**src/design/integer_to_ascii_formatter_macros.svh**
```systemverilog
// Assertion macros for the integer to ASCII formatter.
// Included by the RTL files that carry concurrent checks; needs clk and rst_n in scope.
`ifndef INTEGER_TO_ASCII_FORMATTER_MACROS_SVH
`define INTEGER_TO_ASCII_FORMATTER_MACROS_SVH

`ifndef SYNTHESIS

// Same-cycle implication, sampled on the rising clock edge outside reset.
`define ITAF_ASSERT_IMPL(lbl, pre, post) \
  lbl: assert property (@(posedge clk) disable iff (!rst_n) (pre) |-> (post)) \
    else $error("assertion failed: same-cycle implication");

// Next-cycle implication, sampled on the rising clock edge outside reset.
`define ITAF_ASSERT_NEXT(lbl, pre, post) \
  lbl: assert property (@(posedge clk) disable iff (!rst_n) (pre) |=> (post)) \
    else $error("assertion failed: next-cycle implication");

`else

`define ITAF_ASSERT_IMPL(lbl, pre, post)
`define ITAF_ASSERT_NEXT(lbl, pre, post)

`endif

`endif

```
**src/design/itaf_pkg.sv**
```systemverilog
// Types, character codes and helper functions for the integer to ASCII formatter.
// Self-contained; imported by the formatter top level.
package itaf_pkg;

  localparam int MaxChars = 21;
  localparam int CntW     = 5;
  localparam int BcdW     = 20;

  typedef enum logic [1:0] {
    ModeHex = 2'd0,
    ModeDec = 2'd1,
    ModeBin = 2'd2,
    ModeRaw = 2'd3
  } display_mode_t;

  typedef enum logic [1:0] {
    RegDisplayMode = 2'd0,
    RegWordMode    = 2'd1,
    RegBitCount    = 2'd2,
    RegQuiet       = 2'd3
  } cfg_reg_t;

  typedef logic [MaxChars-1:0][7:0] char_buf_t;
  typedef logic [CntW-1:0]          char_cnt_t;

  localparam logic [7:0] ChZero  = 8'h30;
  localparam logic [7:0] ChOne   = 8'h31;
  localparam logic [7:0] ChX     = 8'h78;
  localparam logic [7:0] ChB     = 8'h62;
  localparam logic [7:0] ChSpace = 8'h20;
  localparam logic [7:0] ChAlpha = 8'h37; // 'A' less ten

  localparam logic [4:0] BitCountReset = 5'd8;

  // Upper-case hex digit for one nibble.
  function automatic logic [7:0] hex_char(input logic [3:0] d);
    logic [7:0] c;
    if (d < 4'd10) begin
      c = ChZero + {4'h0, d};
    end else begin
      c = ChAlpha + {4'h0, d};
    end
    return c;
  endfunction

  // One shift-and-add-three step of the binary to BCD conversion.
  function automatic logic [BcdW-1:0] dabble_step(input logic [BcdW-1:0] bcd,
                                                   input logic          b);
    logic [BcdW-1:0] adj;
    adj = bcd;
    for (int k = 0; k < BcdW / 4; k++) begin
      if (adj[4*k +: 4] >= 4'd5) begin
        adj[4*k +: 4] = adj[4*k +: 4] + 4'd3;
      end
    end
    return {adj[BcdW-2:0], b};
  endfunction

  function automatic logic [7:0] bit_char(input logic b);
    return b ? ChOne : ChZero;
  endfunction

endpackage

```
**src/design/integer_to_ascii_formatter.sv**
```systemverilog
// Integer to ASCII formatter top level: masking, BCD conversion, run build and serialiser.
// Depends on itaf_pkg and integer_to_ascii_formatter_macros.svh.
`include "integer_to_ascii_formatter_macros.svh"

// Each accepted 16-bit value is masked to the configured bit count and sent out as a run
// of 8-bit characters, one per beat, with tlast on the final character of the run: hex
// ("0x" and two or four digits), decimal (leading zeros suppressed, "0" for zero), binary
// ("0b", eight bits per byte, a space and "0b" between bytes in word mode) or raw bytes.
// A value passes through five register stages (mask, two halves of the BCD conversion,
// run build, serialiser) before its first character is offered on the output.
// While out_tready is high the serialiser emits one character per cycle. A run has 1 to 5
// characters in decimal, 4 or 6 in hex, 10 or 21 in binary and 1 or 2 raw. Runs follow
// each other without gaps while values keep arriving. With quiet set, values are accepted
// and produce no beats. Configuration writes are taken in every cycle and must be made
// only while no run is in flight.
module integer_to_ascii_formatter
  import itaf_pkg::*;
(
  input  logic        clk,
  input  logic        rst_n,
  // Input stream
  input  logic        in_tvalid,
  output logic        in_tready,
  input  logic [15:0] in_tdata,   // [15:0] value
  // Result stream
  output logic        out_tvalid,
  input  logic        out_tready,
  output logic [7:0]  out_tdata,  // [7:0] character
  output logic        out_tlast,  // last
  // Configuration writes
  input  logic        cfg_valid,
  output logic        cfg_ready,
  input  logic [1:0]  cfg_addr,
  input  logic [4:0]  cfg_data
);

  // Configuration registers
  display_mode_t mode_r, mode_nxt;
  logic          word_r, word_nxt;
  logic [4:0]    bit_count_r, bit_count_nxt;
  logic          quiet_r, quiet_nxt;

  // Pipeline registers
  logic          s1_valid_r, s1_valid_nxt;
  logic [15:0]   s1_value_r, s1_value_nxt;
  display_mode_t s1_mode_r;
  logic          s1_word_r;

  logic          s2_valid_r, s2_valid_nxt;
  logic [15:0]   s2_value_r;
  logic [11:0]   s2_bcd_r, s2_bcd_nxt;
  display_mode_t s2_mode_r;
  logic          s2_word_r;

  logic          s3_valid_r, s3_valid_nxt;
  logic [15:0]   s3_value_r;
  logic [BcdW-1:0] s3_bcd_r, s3_bcd_nxt;
  display_mode_t s3_mode_r;
  logic          s3_word_r;

  logic          s4_valid_r, s4_valid_nxt;
  char_buf_t     s4_buf_r, s4_buf_nxt;
  char_cnt_t     s4_cnt_r, s4_cnt_nxt;

  logic          em_valid_r, em_valid_nxt;
  char_buf_t     em_buf_r, em_buf_nxt;
  char_cnt_t     em_cnt_r, em_cnt_nxt;

  logic s1_en, s2_en, s3_en, s4_en, em_free;
  logic in_acc, cfg_acc;
  logic [15:0] mask;
  logic [BcdW-1:0] bcd_hi, bcd_lo, bcd_sh;
  logic [2:0] ndig;

  assign cfg_ready = 1'b1;
  assign cfg_acc   = cfg_valid & cfg_ready;

  always_comb begin
    mode_nxt      = mode_r;
    word_nxt      = word_r;
    bit_count_nxt = bit_count_r;
    quiet_nxt     = quiet_r;
    if (cfg_acc) begin
      case (cfg_reg_t'(cfg_addr))
        RegDisplayMode: mode_nxt      = display_mode_t'(cfg_data[1:0]);
        RegWordMode:    word_nxt      = cfg_data[0];
        RegBitCount:    bit_count_nxt = cfg_data;
        RegQuiet:       quiet_nxt     = cfg_data[0];
        default: ;
      endcase
    end
  end

  // Stall chain: a stage moves on when it is empty or its successor is moving.
  assign em_free   = !em_valid_r || (out_tready && (em_cnt_r == char_cnt_t'(1)));
  assign s4_en     = !s4_valid_r || em_free;
  assign s3_en     = !s3_valid_r || s4_en;
  assign s2_en     = !s2_valid_r || s3_en;
  assign s1_en     = !s1_valid_r || s2_en;
  assign in_tready = s1_en;
  assign in_acc    = in_tvalid & in_tready;

  // Stage 1: masking. Quiet values are taken and dropped here.
  always_comb begin
    if (bit_count_r >= 5'd16) begin
      mask = 16'hFFFF;
    end else begin
      mask = (16'h0001 << bit_count_r[3:0]) - 16'h0001;
    end
    s1_value_nxt = in_tdata & mask;
    if (!word_r) begin
      s1_value_nxt[15:8] = 8'h00;
    end
    s1_valid_nxt = in_acc && !quiet_r;
  end

  // Stage 2: BCD conversion of the high byte.
  always_comb begin
    bcd_hi = '0;
    for (int i = 15; i >= 8; i--) begin
      bcd_hi = dabble_step(bcd_hi, s1_value_r[i]);
    end
    s2_bcd_nxt   = bcd_hi[11:0];
    s2_valid_nxt = s1_valid_r;
  end

  // Stage 3: BCD conversion of the low byte.
  always_comb begin
    bcd_lo = {8'h00, s2_bcd_r};
    for (int i = 7; i >= 0; i--) begin
      bcd_lo = dabble_step(bcd_lo, s2_value_r[i]);
    end
    s3_bcd_nxt   = bcd_lo;
    s3_valid_nxt = s2_valid_r;
  end

  // Stage 4: lay out the run, first character in the lowest slot.
  always_comb begin
    s4_buf_nxt   = '0;
    s4_cnt_nxt   = '0;
    s4_valid_nxt = s3_valid_r;
    if (s3_bcd_r[19:16] != 4'd0) begin
      ndig = 3'd5;
    end else if (s3_bcd_r[15:12] != 4'd0) begin
      ndig = 3'd4;
    end else if (s3_bcd_r[11:8] != 4'd0) begin
      ndig = 3'd3;
    end else if (s3_bcd_r[7:4] != 4'd0) begin
      ndig = 3'd2;
    end else begin
      ndig = 3'd1;
    end
    // Bring the most significant digit to the top of the word.
    case (ndig)
      3'd5:    bcd_sh = s3_bcd_r;
      3'd4:    bcd_sh = {s3_bcd_r[15:0], 4'h0};
      3'd3:    bcd_sh = {s3_bcd_r[11:0], 8'h00};
      3'd2:    bcd_sh = {s3_bcd_r[7:0], 12'h000};
      default: bcd_sh = {s3_bcd_r[3:0], 16'h0000};
    endcase
    case (s3_mode_r)
      ModeHex: begin
        s4_buf_nxt[0] = ChZero;
        s4_buf_nxt[1] = ChX;
        if (s3_word_r) begin
          s4_buf_nxt[2] = hex_char(s3_value_r[15:12]);
          s4_buf_nxt[3] = hex_char(s3_value_r[11:8]);
          s4_buf_nxt[4] = hex_char(s3_value_r[7:4]);
          s4_buf_nxt[5] = hex_char(s3_value_r[3:0]);
          s4_cnt_nxt    = char_cnt_t'(6);
        end else begin
          s4_buf_nxt[2] = hex_char(s3_value_r[7:4]);
          s4_buf_nxt[3] = hex_char(s3_value_r[3:0]);
          s4_cnt_nxt    = char_cnt_t'(4);
        end
      end
      ModeDec: begin
        for (int i = 0; i < 5; i++) begin
          if (3'(i) < ndig) begin
            s4_buf_nxt[i] = {4'h3, bcd_sh[BcdW-1-4*i -: 4]};
          end
        end
        s4_cnt_nxt = char_cnt_t'(ndig);
      end
      ModeBin: begin
        s4_buf_nxt[0] = ChZero;
        s4_buf_nxt[1] = ChB;
        if (s3_word_r) begin
          for (int i = 0; i < 8; i++) begin
            s4_buf_nxt[2+i]  = bit_char(s3_value_r[15-i]);
            s4_buf_nxt[13+i] = bit_char(s3_value_r[7-i]);
          end
          s4_buf_nxt[10] = ChSpace;
          s4_buf_nxt[11] = ChZero;
          s4_buf_nxt[12] = ChB;
          s4_cnt_nxt     = char_cnt_t'(MaxChars);
        end else begin
          for (int i = 0; i < 8; i++) begin
            s4_buf_nxt[2+i] = bit_char(s3_value_r[7-i]);
          end
          s4_cnt_nxt = char_cnt_t'(10);
        end
      end
      default: begin
        if (s3_word_r) begin
          s4_buf_nxt[0] = s3_value_r[15:8];
          s4_buf_nxt[1] = s3_value_r[7:0];
          s4_cnt_nxt    = char_cnt_t'(2);
        end else begin
          s4_buf_nxt[0] = s3_value_r[7:0];
          s4_cnt_nxt    = char_cnt_t'(1);
        end
      end
    endcase
  end

  // Serialiser: one character per beat, the run shifts down as beats are taken.
  always_comb begin
    em_valid_nxt = em_valid_r;
    em_buf_nxt   = em_buf_r;
    em_cnt_nxt   = em_cnt_r;
    if (em_free && s4_valid_r) begin
      em_valid_nxt = 1'b1;
      em_buf_nxt   = s4_buf_r;
      em_cnt_nxt   = s4_cnt_r;
    end else if (em_valid_r && out_tready) begin
      em_valid_nxt = (em_cnt_r != char_cnt_t'(1));
      em_buf_nxt   = {8'h00, em_buf_r[MaxChars-1:1]};
      em_cnt_nxt   = em_cnt_r - char_cnt_t'(1);
    end
  end

  assign out_tvalid = em_valid_r;
  assign out_tdata  = em_buf_r[0];
  assign out_tlast  = (em_cnt_r == char_cnt_t'(1));

  always_ff @(posedge clk) begin
    if (!rst_n) begin
      mode_r      <= ModeHex;
      word_r      <= 1'b0;
      bit_count_r <= BitCountReset;
      quiet_r     <= 1'b0;
      s1_valid_r  <= 1'b0;
      s2_valid_r  <= 1'b0;
      s3_valid_r  <= 1'b0;
      s4_valid_r  <= 1'b0;
      em_valid_r  <= 1'b0;
      em_cnt_r    <= '0;
    end else begin
      mode_r      <= mode_nxt;
      word_r      <= word_nxt;
      bit_count_r <= bit_count_nxt;
      quiet_r     <= quiet_nxt;
      em_valid_r  <= em_valid_nxt;
      em_cnt_r    <= em_cnt_nxt;
      if (s1_en) begin
        s1_valid_r <= s1_valid_nxt;
      end
      if (s2_en) begin
        s2_valid_r <= s2_valid_nxt;
      end
      if (s3_en) begin
        s3_valid_r <= s3_valid_nxt;
      end
      if (s4_en) begin
        s4_valid_r <= s4_valid_nxt;
      end
    end
  end

  always_ff @(posedge clk) begin
    em_buf_r <= em_buf_nxt;
    if (s1_en) begin
      s1_value_r <= s1_value_nxt;
      s1_mode_r  <= mode_r;
      s1_word_r  <= word_r;
    end
    if (s2_en) begin
      s2_value_r <= s1_value_r;
      s2_bcd_r   <= s2_bcd_nxt;
      s2_mode_r  <= s1_mode_r;
      s2_word_r  <= s1_word_r;
    end
    if (s3_en) begin
      s3_value_r <= s2_value_r;
      s3_bcd_r   <= s3_bcd_nxt;
      s3_mode_r  <= s2_mode_r;
      s3_word_r  <= s2_word_r;
    end
    if (s4_en) begin
      s4_buf_r <= s4_buf_nxt;
      s4_cnt_r <= s4_cnt_nxt;
    end
  end

  // A run in the serialiser always has characters left to send.
  `ITAF_ASSERT_IMPL(a_em_cnt_nonzero, em_valid_r, em_cnt_r != char_cnt_t'(0))
  // Every built run holds between one and the maximum number of characters.
  `ITAF_ASSERT_IMPL(a_s4_cnt_range, s4_valid_r,
    (s4_cnt_r != char_cnt_t'(0)) && (s4_cnt_r <= char_cnt_t'(MaxChars)))
  // Within a run the next character follows in the very next cycle.
  `ITAF_ASSERT_NEXT(a_run_unbroken, out_tvalid && out_tready && !out_tlast, out_tvalid)
  // The BCD conversion yields decimal digits only.
  `ITAF_ASSERT_IMPL(a_bcd_digits, s3_valid_r,
    (s3_bcd_r[3:0] <= 4'd9) && (s3_bcd_r[7:4] <= 4'd9) && (s3_bcd_r[11:8] <= 4'd9) &&
    (s3_bcd_r[15:12] <= 4'd9) && (s3_bcd_r[19:16] <= 4'd6))
  // An accepted value that is not silenced enters the pipeline.
  `ITAF_ASSERT_NEXT(a_enter, in_tvalid && in_tready && !quiet_r, s1_valid_r)

endmodule
```
**config.mk**
```make
export PLATFORM = sky130hd
export DESIGN_NAME = integer_to_ascii_formatter
export DESIGN_NICKNAME = d
export VERILOG_FILES = /design/src/design/itaf_pkg.sv /design/src/design/integer_to_ascii_formatter.sv
export VERILOG_INCLUDE_DIRS = /design/src /design/src/design
export SDC_FILE = /design/constraint.sdc
export NUM_CORES = 1
export LEC_CHECK = 0
export BUFFER_PORTS_ARGS = -buffer_cell sky130_fd_sc_hd__buf_2
export CAP_MARGIN = 20
export CORE_ASPECT_RATIO = 0.8
export CORE_UTILIZATION = 45
export CTS_CLUSTER_SIZE = 16
export DETAILED_ROUTE_END_ITERATION = 10
export GPL_TIMING_DRIVEN = 0
export SLEW_MARGIN = 20
export SYNTH_ARGS = -nofsm -noshare
export SYNTH_HDL_FRONTEND = slang
export SYNTH_SLANG_ARGS = --single-unit
```
**constraint.sdc**
```tcl
create_clock -name clk -period 7.5 [get_ports clk]
set_input_delay 2.25 -clock clk [delete_from_list [all_inputs] [get_ports clk]]
set_output_delay 2.25 -clock clk [all_outputs]
set_load 0.05 [all_outputs]
```
==> Yosys cells after proc, flatten, opt, wreduce, memory -nomap -nowiden <==
Index checks and enable logic that the tools add are counted.
{ "totals": {"output_inout_bits": 12, "romBits": 0, "ramBits": 0, "wordCells": 291, "latch_bits": 0, "inputBits": 28, "reg_bits": 423, "mem_count": 0} }
{ "op_classes": {"reduce_logical": 27, "n_lt_le_gt_ge": 48, "n_addsub": 48, "div_mod_pow": 0, "bitwise_logic": 2, "mul": 0, "n_shift": 1, "n_eq_ne": 11, "n_mux": 88} }
{ "op_table": {"columns": ["operator", "count"], "rows": [
  ["2-to-1 mux 168 bit", 2],
  ["2-to-1 mux 4 bit", 34],
  ["greater-or-equal comparator 4 x 3 -> 1 bit, second input constant", 33],
  ["adder 4 x 2 -> 4 bit, second input constant", 32],
  ["case mux 20 bit (4 select lines)", 1],
  ["case mux 24 bit (3 select lines)", 1],
  ["2-to-1 mux 57 bit", 1],
  ["adder 6 x 4 -> 7 bit, first input constant", 8],
  ["case mux 16 bit (3 select lines)", 1],
  ["2-to-1 mux 16 bit", 2],
  ["2-to-1 mux 6 bit", 5],
  ["2-to-1 mux 7 bit", 4],
  ["2-to-1 mux 23 bit", 1],
  ["2-to-1 mux 1 bit", 18],
  ["2-to-1 mux 3 bit", 6],
  ["bitwise AND 16 bit", 1],
  ["< comparator 4 bit, second input constant", 4],
  ["2-to-1 mux 8 bit", 2],
  ["case mux 8 bit (2 select lines)", 1],
  ["nonzero test 4 bit", 4],
  ["<< shifter 1 x 4 -> 16 bit, first input constant", 1],
  ["subtractor 16 x 1 -> 16 bit, second input constant", 1],
  ["2-to-1 mux 15 bit", 1],
  ["2-to-1 mux 5 bit", 3],
  ["25 further kinds", 58]
]} }

==> Logic depth before layout (Yosys ltp) <==
{ "depth": {"depth_word": 16, "mapped_depth": 41, "depth_no_buf": 39} }

==> Worst setup path after synthesis <==
Ideal clock, no wire load.
{ "synth_timing": {"kind": "register to register", "startpoint": "register s2_bcd_r[4]", "endpoint": "register s3_bcd_r[18], data pin", "path_stages_with_launch": 40, "required_time_ps": 7234, "setup_slack_ps": 44, "period_less_slack_ps": 7456, "setup_ps": 266, "path_buffers": 2, "t_arrival_ps": 7190, "path_cell_list": "edfxtp_1 -> clkbuf_1 -> inv_1 -> ha_1 -> and2b_4 -> nor3_1 -> or3_1 -> ha_1 -> a21oi_1 -> or3_1 -> nand2_1 -> inv_1 -> ha_1 -> inv_1 -> a21oi_1 -> o2111ai_1 -> o21a_1 -> clkbuf_1 -> [4 not listed] -> a21oi_1 -> xnor2_1 -> inv_1 -> ha_1 -> nand2_1 -> nor2_1 -> a221oi_1 -> nand4_1 -> o21a_1 -> mux2i_1 -> and2_1 -> nor2_1 -> xnor2_1 -> ha_1 -> inv_1 -> ha_1 -> a21oi_1 -> a21oi_1"} }
{ "synth_between": {"elab_chain_cells": 16, "elab_cells_between_ends": 48, "classes_between": "16 x add/sub; 16 x order compare; 16 x mux"} }
{ "synth_lines": {"columns": ["element", "line_no", "text"], "rows": [
  ["start: declaration", "integer_to_ascii_formatter.sv:51", "logic [11:0] s2_bcd_r, s2_bcd_nxt;"],
  ["start signal: assignment", "integer_to_ascii_formatter.sv:280", "s2_bcd_r <= s2_bcd_nxt;"],
  ["adder 4 x 2 -> 4 bit / greater-or-equal comparator 4 x 3 -> 1 bit (equally long branches)", "itaf_pkg.sv:53, itaf_pkg.sv:52", null],
  ["2-to-1 mux 4 bit *", "itaf_pkg.sv:52", "if (adj[4*k +: 4] >= 4'd5) begin"],
  ["adder 4 x 2 -> 4 bit / greater-or-equal comparator 4 x 3 -> 1 bit (equally long branches)", "itaf_pkg.sv:53, itaf_pkg.sv:52", null],
  ["2-to-1 mux 4 bit", "itaf_pkg.sv:52", null],
  ["adder 4 x 2 -> 4 bit / greater-or-equal comparator 4 x 3 -> 1 bit (equally long branches)", "itaf_pkg.sv:53, itaf_pkg.sv:52", null],
  ["2-to-1 mux 4 bit", "itaf_pkg.sv:52", null],
  ["adder 4 x 2 -> 4 bit, or another cell as far along", "itaf_pkg.sv:53", "adj[4*k +: 4] = adj[4*k +: 4] + 4'd3;"],
  ["2-to-1 mux 4 bit", "itaf_pkg.sv:52", null],
  ["adder 4 x 2 -> 4 bit / greater-or-equal comparator 4 x 3 -> 1 bit (equally long branches)", "itaf_pkg.sv:53, itaf_pkg.sv:52", null],
  ["2-to-1 mux 4 bit", "itaf_pkg.sv:52", null],
  ["adder 4 x 2 -> 4 bit / greater-or-equal comparator 4 x 3 -> 1 bit (equally long branches)", "itaf_pkg.sv:53, itaf_pkg.sv:52", null],
  ["2-to-1 mux 4 bit", "itaf_pkg.sv:52", null],
  ["adder 4 x 2 -> 4 bit, or another cell as far along", "itaf_pkg.sv:53", null],
  ["2-to-1 mux 4 bit / 2-to-1 mux 3 bit (equally long branches)", "itaf_pkg.sv:52", null],
  ["greater-or-equal comparator 4 x 3 -> 1 bit / adder 3 x 2 -> 3 bit (equally long branches)", "itaf_pkg.sv:52, itaf_pkg.sv:53", null],
  ["2-to-1 mux 3 bit *", "itaf_pkg.sv:52", null],
  ["net bcd_lo[18]", "integer_to_ascii_formatter.sv:72", "logic [BcdW-1:0] bcd_hi, bcd_lo, bcd_sh;"],
  ["end signal: assignment", "integer_to_ascii_formatter.sv:286", "s3_bcd_r <= s3_bcd_nxt;"],
  ["end: declaration", "integer_to_ascii_formatter.sv:57", "logic [BcdW-1:0] s3_bcd_r, s3_bcd_nxt;"]
]} }
The timed path passes the listed nets; every way through them passes the cells marked *.
A chain may end at the register's enable or synchronous reset.

==> Final worst setup path <==
Ends and elaborated chain as after synthesis.

==> run summary <==
switching share of power -> 26.9%
Initial DRC Count -> 1264
r2r setup slk -> 400 ps
Cell Int Power -> 2.53 mW
largest net degree at the start of global routing -> 58
Slew HR -> 34.9%
diode count -> 0
Pre-antenna DRT Iters -> 5
Setup Skew -> 9.17 ps
R2R Path Start -> s2_bcd_r[4]$_DFFE_PP_
initial core utilization -> 45.9%
chip height -> 168 um
fin nets -> 1753
quantity of hold-fixing buffers added after cts -> 0
area growth from synthesis to layout -> 12.7%
initial antenna violation count -> 0
RSZ-0062 raised after global routing -> true
smallest hold slack -> 418 ps
WL final -> 38400 um
CTS tree -> done
GR Util All Layers -> 21.6%
layout cells sized above 1 -> 11.7%
Slew Limit Fails -> 0
Seq pwr share -> 48.8%
sequential element share of the synthesized area -> 48.5%
dpl hpwl -> 28500 um
crit path capture type -> register
required time of the critical path -> 7770 ps
Chip Width -> 209 um
R2R Path End -> s3_bcd_r[18]$_DFFE_PP_
Period minus WS final -> 7100 ps
Final Total Pwr -> 3.47 mW
reg2reg path depth -> 38
CTS Sinks -> 256
gr ovfl total -> 0
vias in the first global route -> 11200
outcome -> completed
Async SR Flop Fraction -> 0%
CTS buffer count -> 24
DP Worst Slack -> -1160 ps
Post-synth EDFFs -> 237
Primary FF master, synth -> edfxtp_1
via-per-instance ratio -> 5.75
Slowest-stage cell, CP -> edfxtp_1
global-route wire length before repair -> 60600 um
clk buf depth -> 3
worst setup path start -> s2_bcd_r[4]$_DFFE_PP_
Fin. Hold Viols -> 0
Root Buffer -> clkbuf_16
CP endpoint -> s3_bcd_r[18]$_DFFE_PP_
core area -> 33700 um^2
Worst Setup Start Kind -> register
Hold Crit Class -> register to register
met2 routed WL -> 16200 um
slowest stage delay, CP -> 420 ps
Tightest Pin Transition -> 968 ps
yosys warns -> 0
Post-Synthesis Cell Area -> 15500 um^2
synthesized net count -> 1670
count of cell types in the netlist -> 105
IO Pins -> 40
combinational share of power -> 15.3%
Fin Setup TNS -> 0 ps
MaxCap Viol Count -> 0
Avg Inst Size Synth -> 9.68 um^2
gpl congestion -> 0.974
power density over the cells -> 199 nW/um^2
Switch Pwr -> 0.932 mW
Cell Rows -> 60
Setup CP Type -> register to register
Buffers on Ports -> 38
Highest Signal Layer -> met4
Die Area -> 35100 um^2
crit path max fanout -> 8
Worst-Skew Late Latency -> 530 ps
leak pwr -> 6.86 nW
H-tree lvl count -> 1
DR DRC count -> 0
Cells after Synth -> 1598
max frequency -> 0.141 GHz
DR WL/cell -> 18.0 um
Worst-path clk slew -> 60 ps
endpoints failing setup -> 0
final core utilization -> 51.7%
Routed Antenna Nets -> 0
Met3 Routed Length -> 2430 um
via count -> 12300
Final Cycle Share -> 94.6%
WP data arrival -> 7360 ps
Max IR drop VDD -> 124 uV
Fillers -> 3097
Metal-1 WL -> 19200 um
worst setup margin -> 404 ps
clock share of power -> 35.9%
Yosys reg bits -> 256
-- kinds of logic after synthesis --
kind of cell,after synthesis,synth area share [%]
AO/OA/AOI/OAI,456,20.4
other,1,0.0243
XOR/XNOR,30,1.80
flip-flops,256,48.5
adder cells (fa/ha/maj),45,3.62
multiplexers,54,3.68
AND/OR/NAND/NOR,592,17.6
buffers and inverters,164,4.39
-- sequential cells by signal, indices dropped and copies added, names as in the netlist, 5 cells and up --
name,count
s4_buf_r,59
em_cnt_r,5
s1_value_r,16
s3_bcd_r,19
bit_count_r,5
s3_value_r,16
out_tdata,8
em_buf_r,80
s4_cnt_r,5
s2_bcd_r,9
s2_value_r,16
-- layout make-up --
type                    instances  area (um^2)  share of cell area (%)
flip-flops and latches        256         7500                    43.0
multi-input cells            1178         7470                    42.9
clock buffers                  27          633                    3.63
well taps                     434          543                    3.12
repair buffers                 58          413                    2.37
plain buffers                  83          379                    2.18
inverters                      80          305                    1.75
clock inverters                17          175                    1.01
-- critical path, delay by kind of cell, from the launching register on --
| family | cells | cell delay, ps |
|---|---|---|
| and+or+nand+nor | 12 | 1900 |
| muxes | 1 | 220 |
| DFF | 1 | 420 |
| AOI/OAI and AO/OA | 9 | 1580 |
| buffers and inverters | 6 | 660 |
| adders and majority gates | 7 | 1530 |
| xor gates and xnor gates | 3 | 480 |
-- stage by stage --
stage | instance area [um^2] | instances
finish | 17400 | 2133
global route | 17400 | 2133
CTS | 17100 | 2116
detailed placement | 16300 | 2073
global placement | 16200 | 2070
floorplan | 15500 | 1598
-- per-layer routing --
layer  GRT usage [%]  up-vias
li1                -     6031
met1            33.5     5826
met2            32.3      354
met3            3.36       46
met4            3.26        0
met5               0        -
-- Yosys cell counts (21+ instances only) --
cell / number / share of area, %
nand2_1: 263 / 6.4
edfxtp_1: 237 / 46
nor2_1: 119 / 2.9
a21oi_1: 112 / 3.6
o21ai_0: 87 / 2.8
inv_1: 76 / 1.8
clkbuf_1: 57 / 1.4
ha_1: 44 / 3.6
mux2i_1: 42 / 2.7
nand3_1: 38 / 1.2
and2_1: 37 / 1.5
a21o_1: 32 / 1.6
nor3_1: 28 / 0.91
nand2b_1: 25 / 1.0
xnor2_1: 24 / 1.4
a22oi_1: 21 / 1.0
-- worst min-delay path by stage --
stage	depth (start not counted)	start	slack, ps	endpoint
after floorplan	0	s1_mode_r[0]$_DFFE_PN_	400	s2_mode_r[0]$_DFFE_PP_
after global placement	0	s1_word_r$_DFFE_PN_	400	s2_word_r$_DFFE_PP_
after detailed placement	0	s1_word_r$_DFFE_PN_	400	s2_word_r$_DFFE_PP_
after CTS	0	s1_word_r$_DFFE_PN_	420	s2_word_r$_DFFE_PP_
after global routing	0	s2_value_r[14]$_DFFE_PP_	420	s3_value_r[14]$_DFFE_PP_
final	0	s1_mode_r[1]$_DFFE_PN_	420	s2_mode_r[1]$_DFFE_PP_
-- timing repair --
| item | CTS | global route |
|---|---|---|
| cloned | 0 | 0 |
| pin swaps | 0 | 4 |
| setup endpoints to repair | 7 | 15 |
| setup buffers | 0 | 16 |
| resized for setup | 13 | 27 |
-- cell usage in the layout, fill, tap and decap left out, types with 28 or more instances in the layout --
| cell type | count |
|---|---|
| a21o_1 | 32 |
| a21oi_1 | 106 |
| and2_1 | 35 |
| buf_2 | 44 |
| buf_4 | 28 |
| clkbuf_1 | 56 |
| edfxtp_1 | 237 |
| ha_1 | 41 |
| inv_1 | 71 |
| mux2i_1 | 41 |
| nand2_1 | 262 |
| nand3_1 | 38 |
| nor2_1 | 117 |
| o21ai_0 | 86 |
-- power groups by stage --
| stage | combinational (mW) | clock [mW] | sequential [mW] |
|---|---|---|---|
| after global routing | 0.591 | 1.33 | 1.70 |
| after floorplan | 0.382 | 0 | 1.69 |
| after global placement | 0.513 | 0 | 1.72 |
| final | 0.532 | 1.24 | 1.69 |
| after CTS | 0.520 | 1.27 | 1.69 |
| after detailed placement | 0.518 | 0 | 1.72 |
Power figures use the tool's default switching activity.
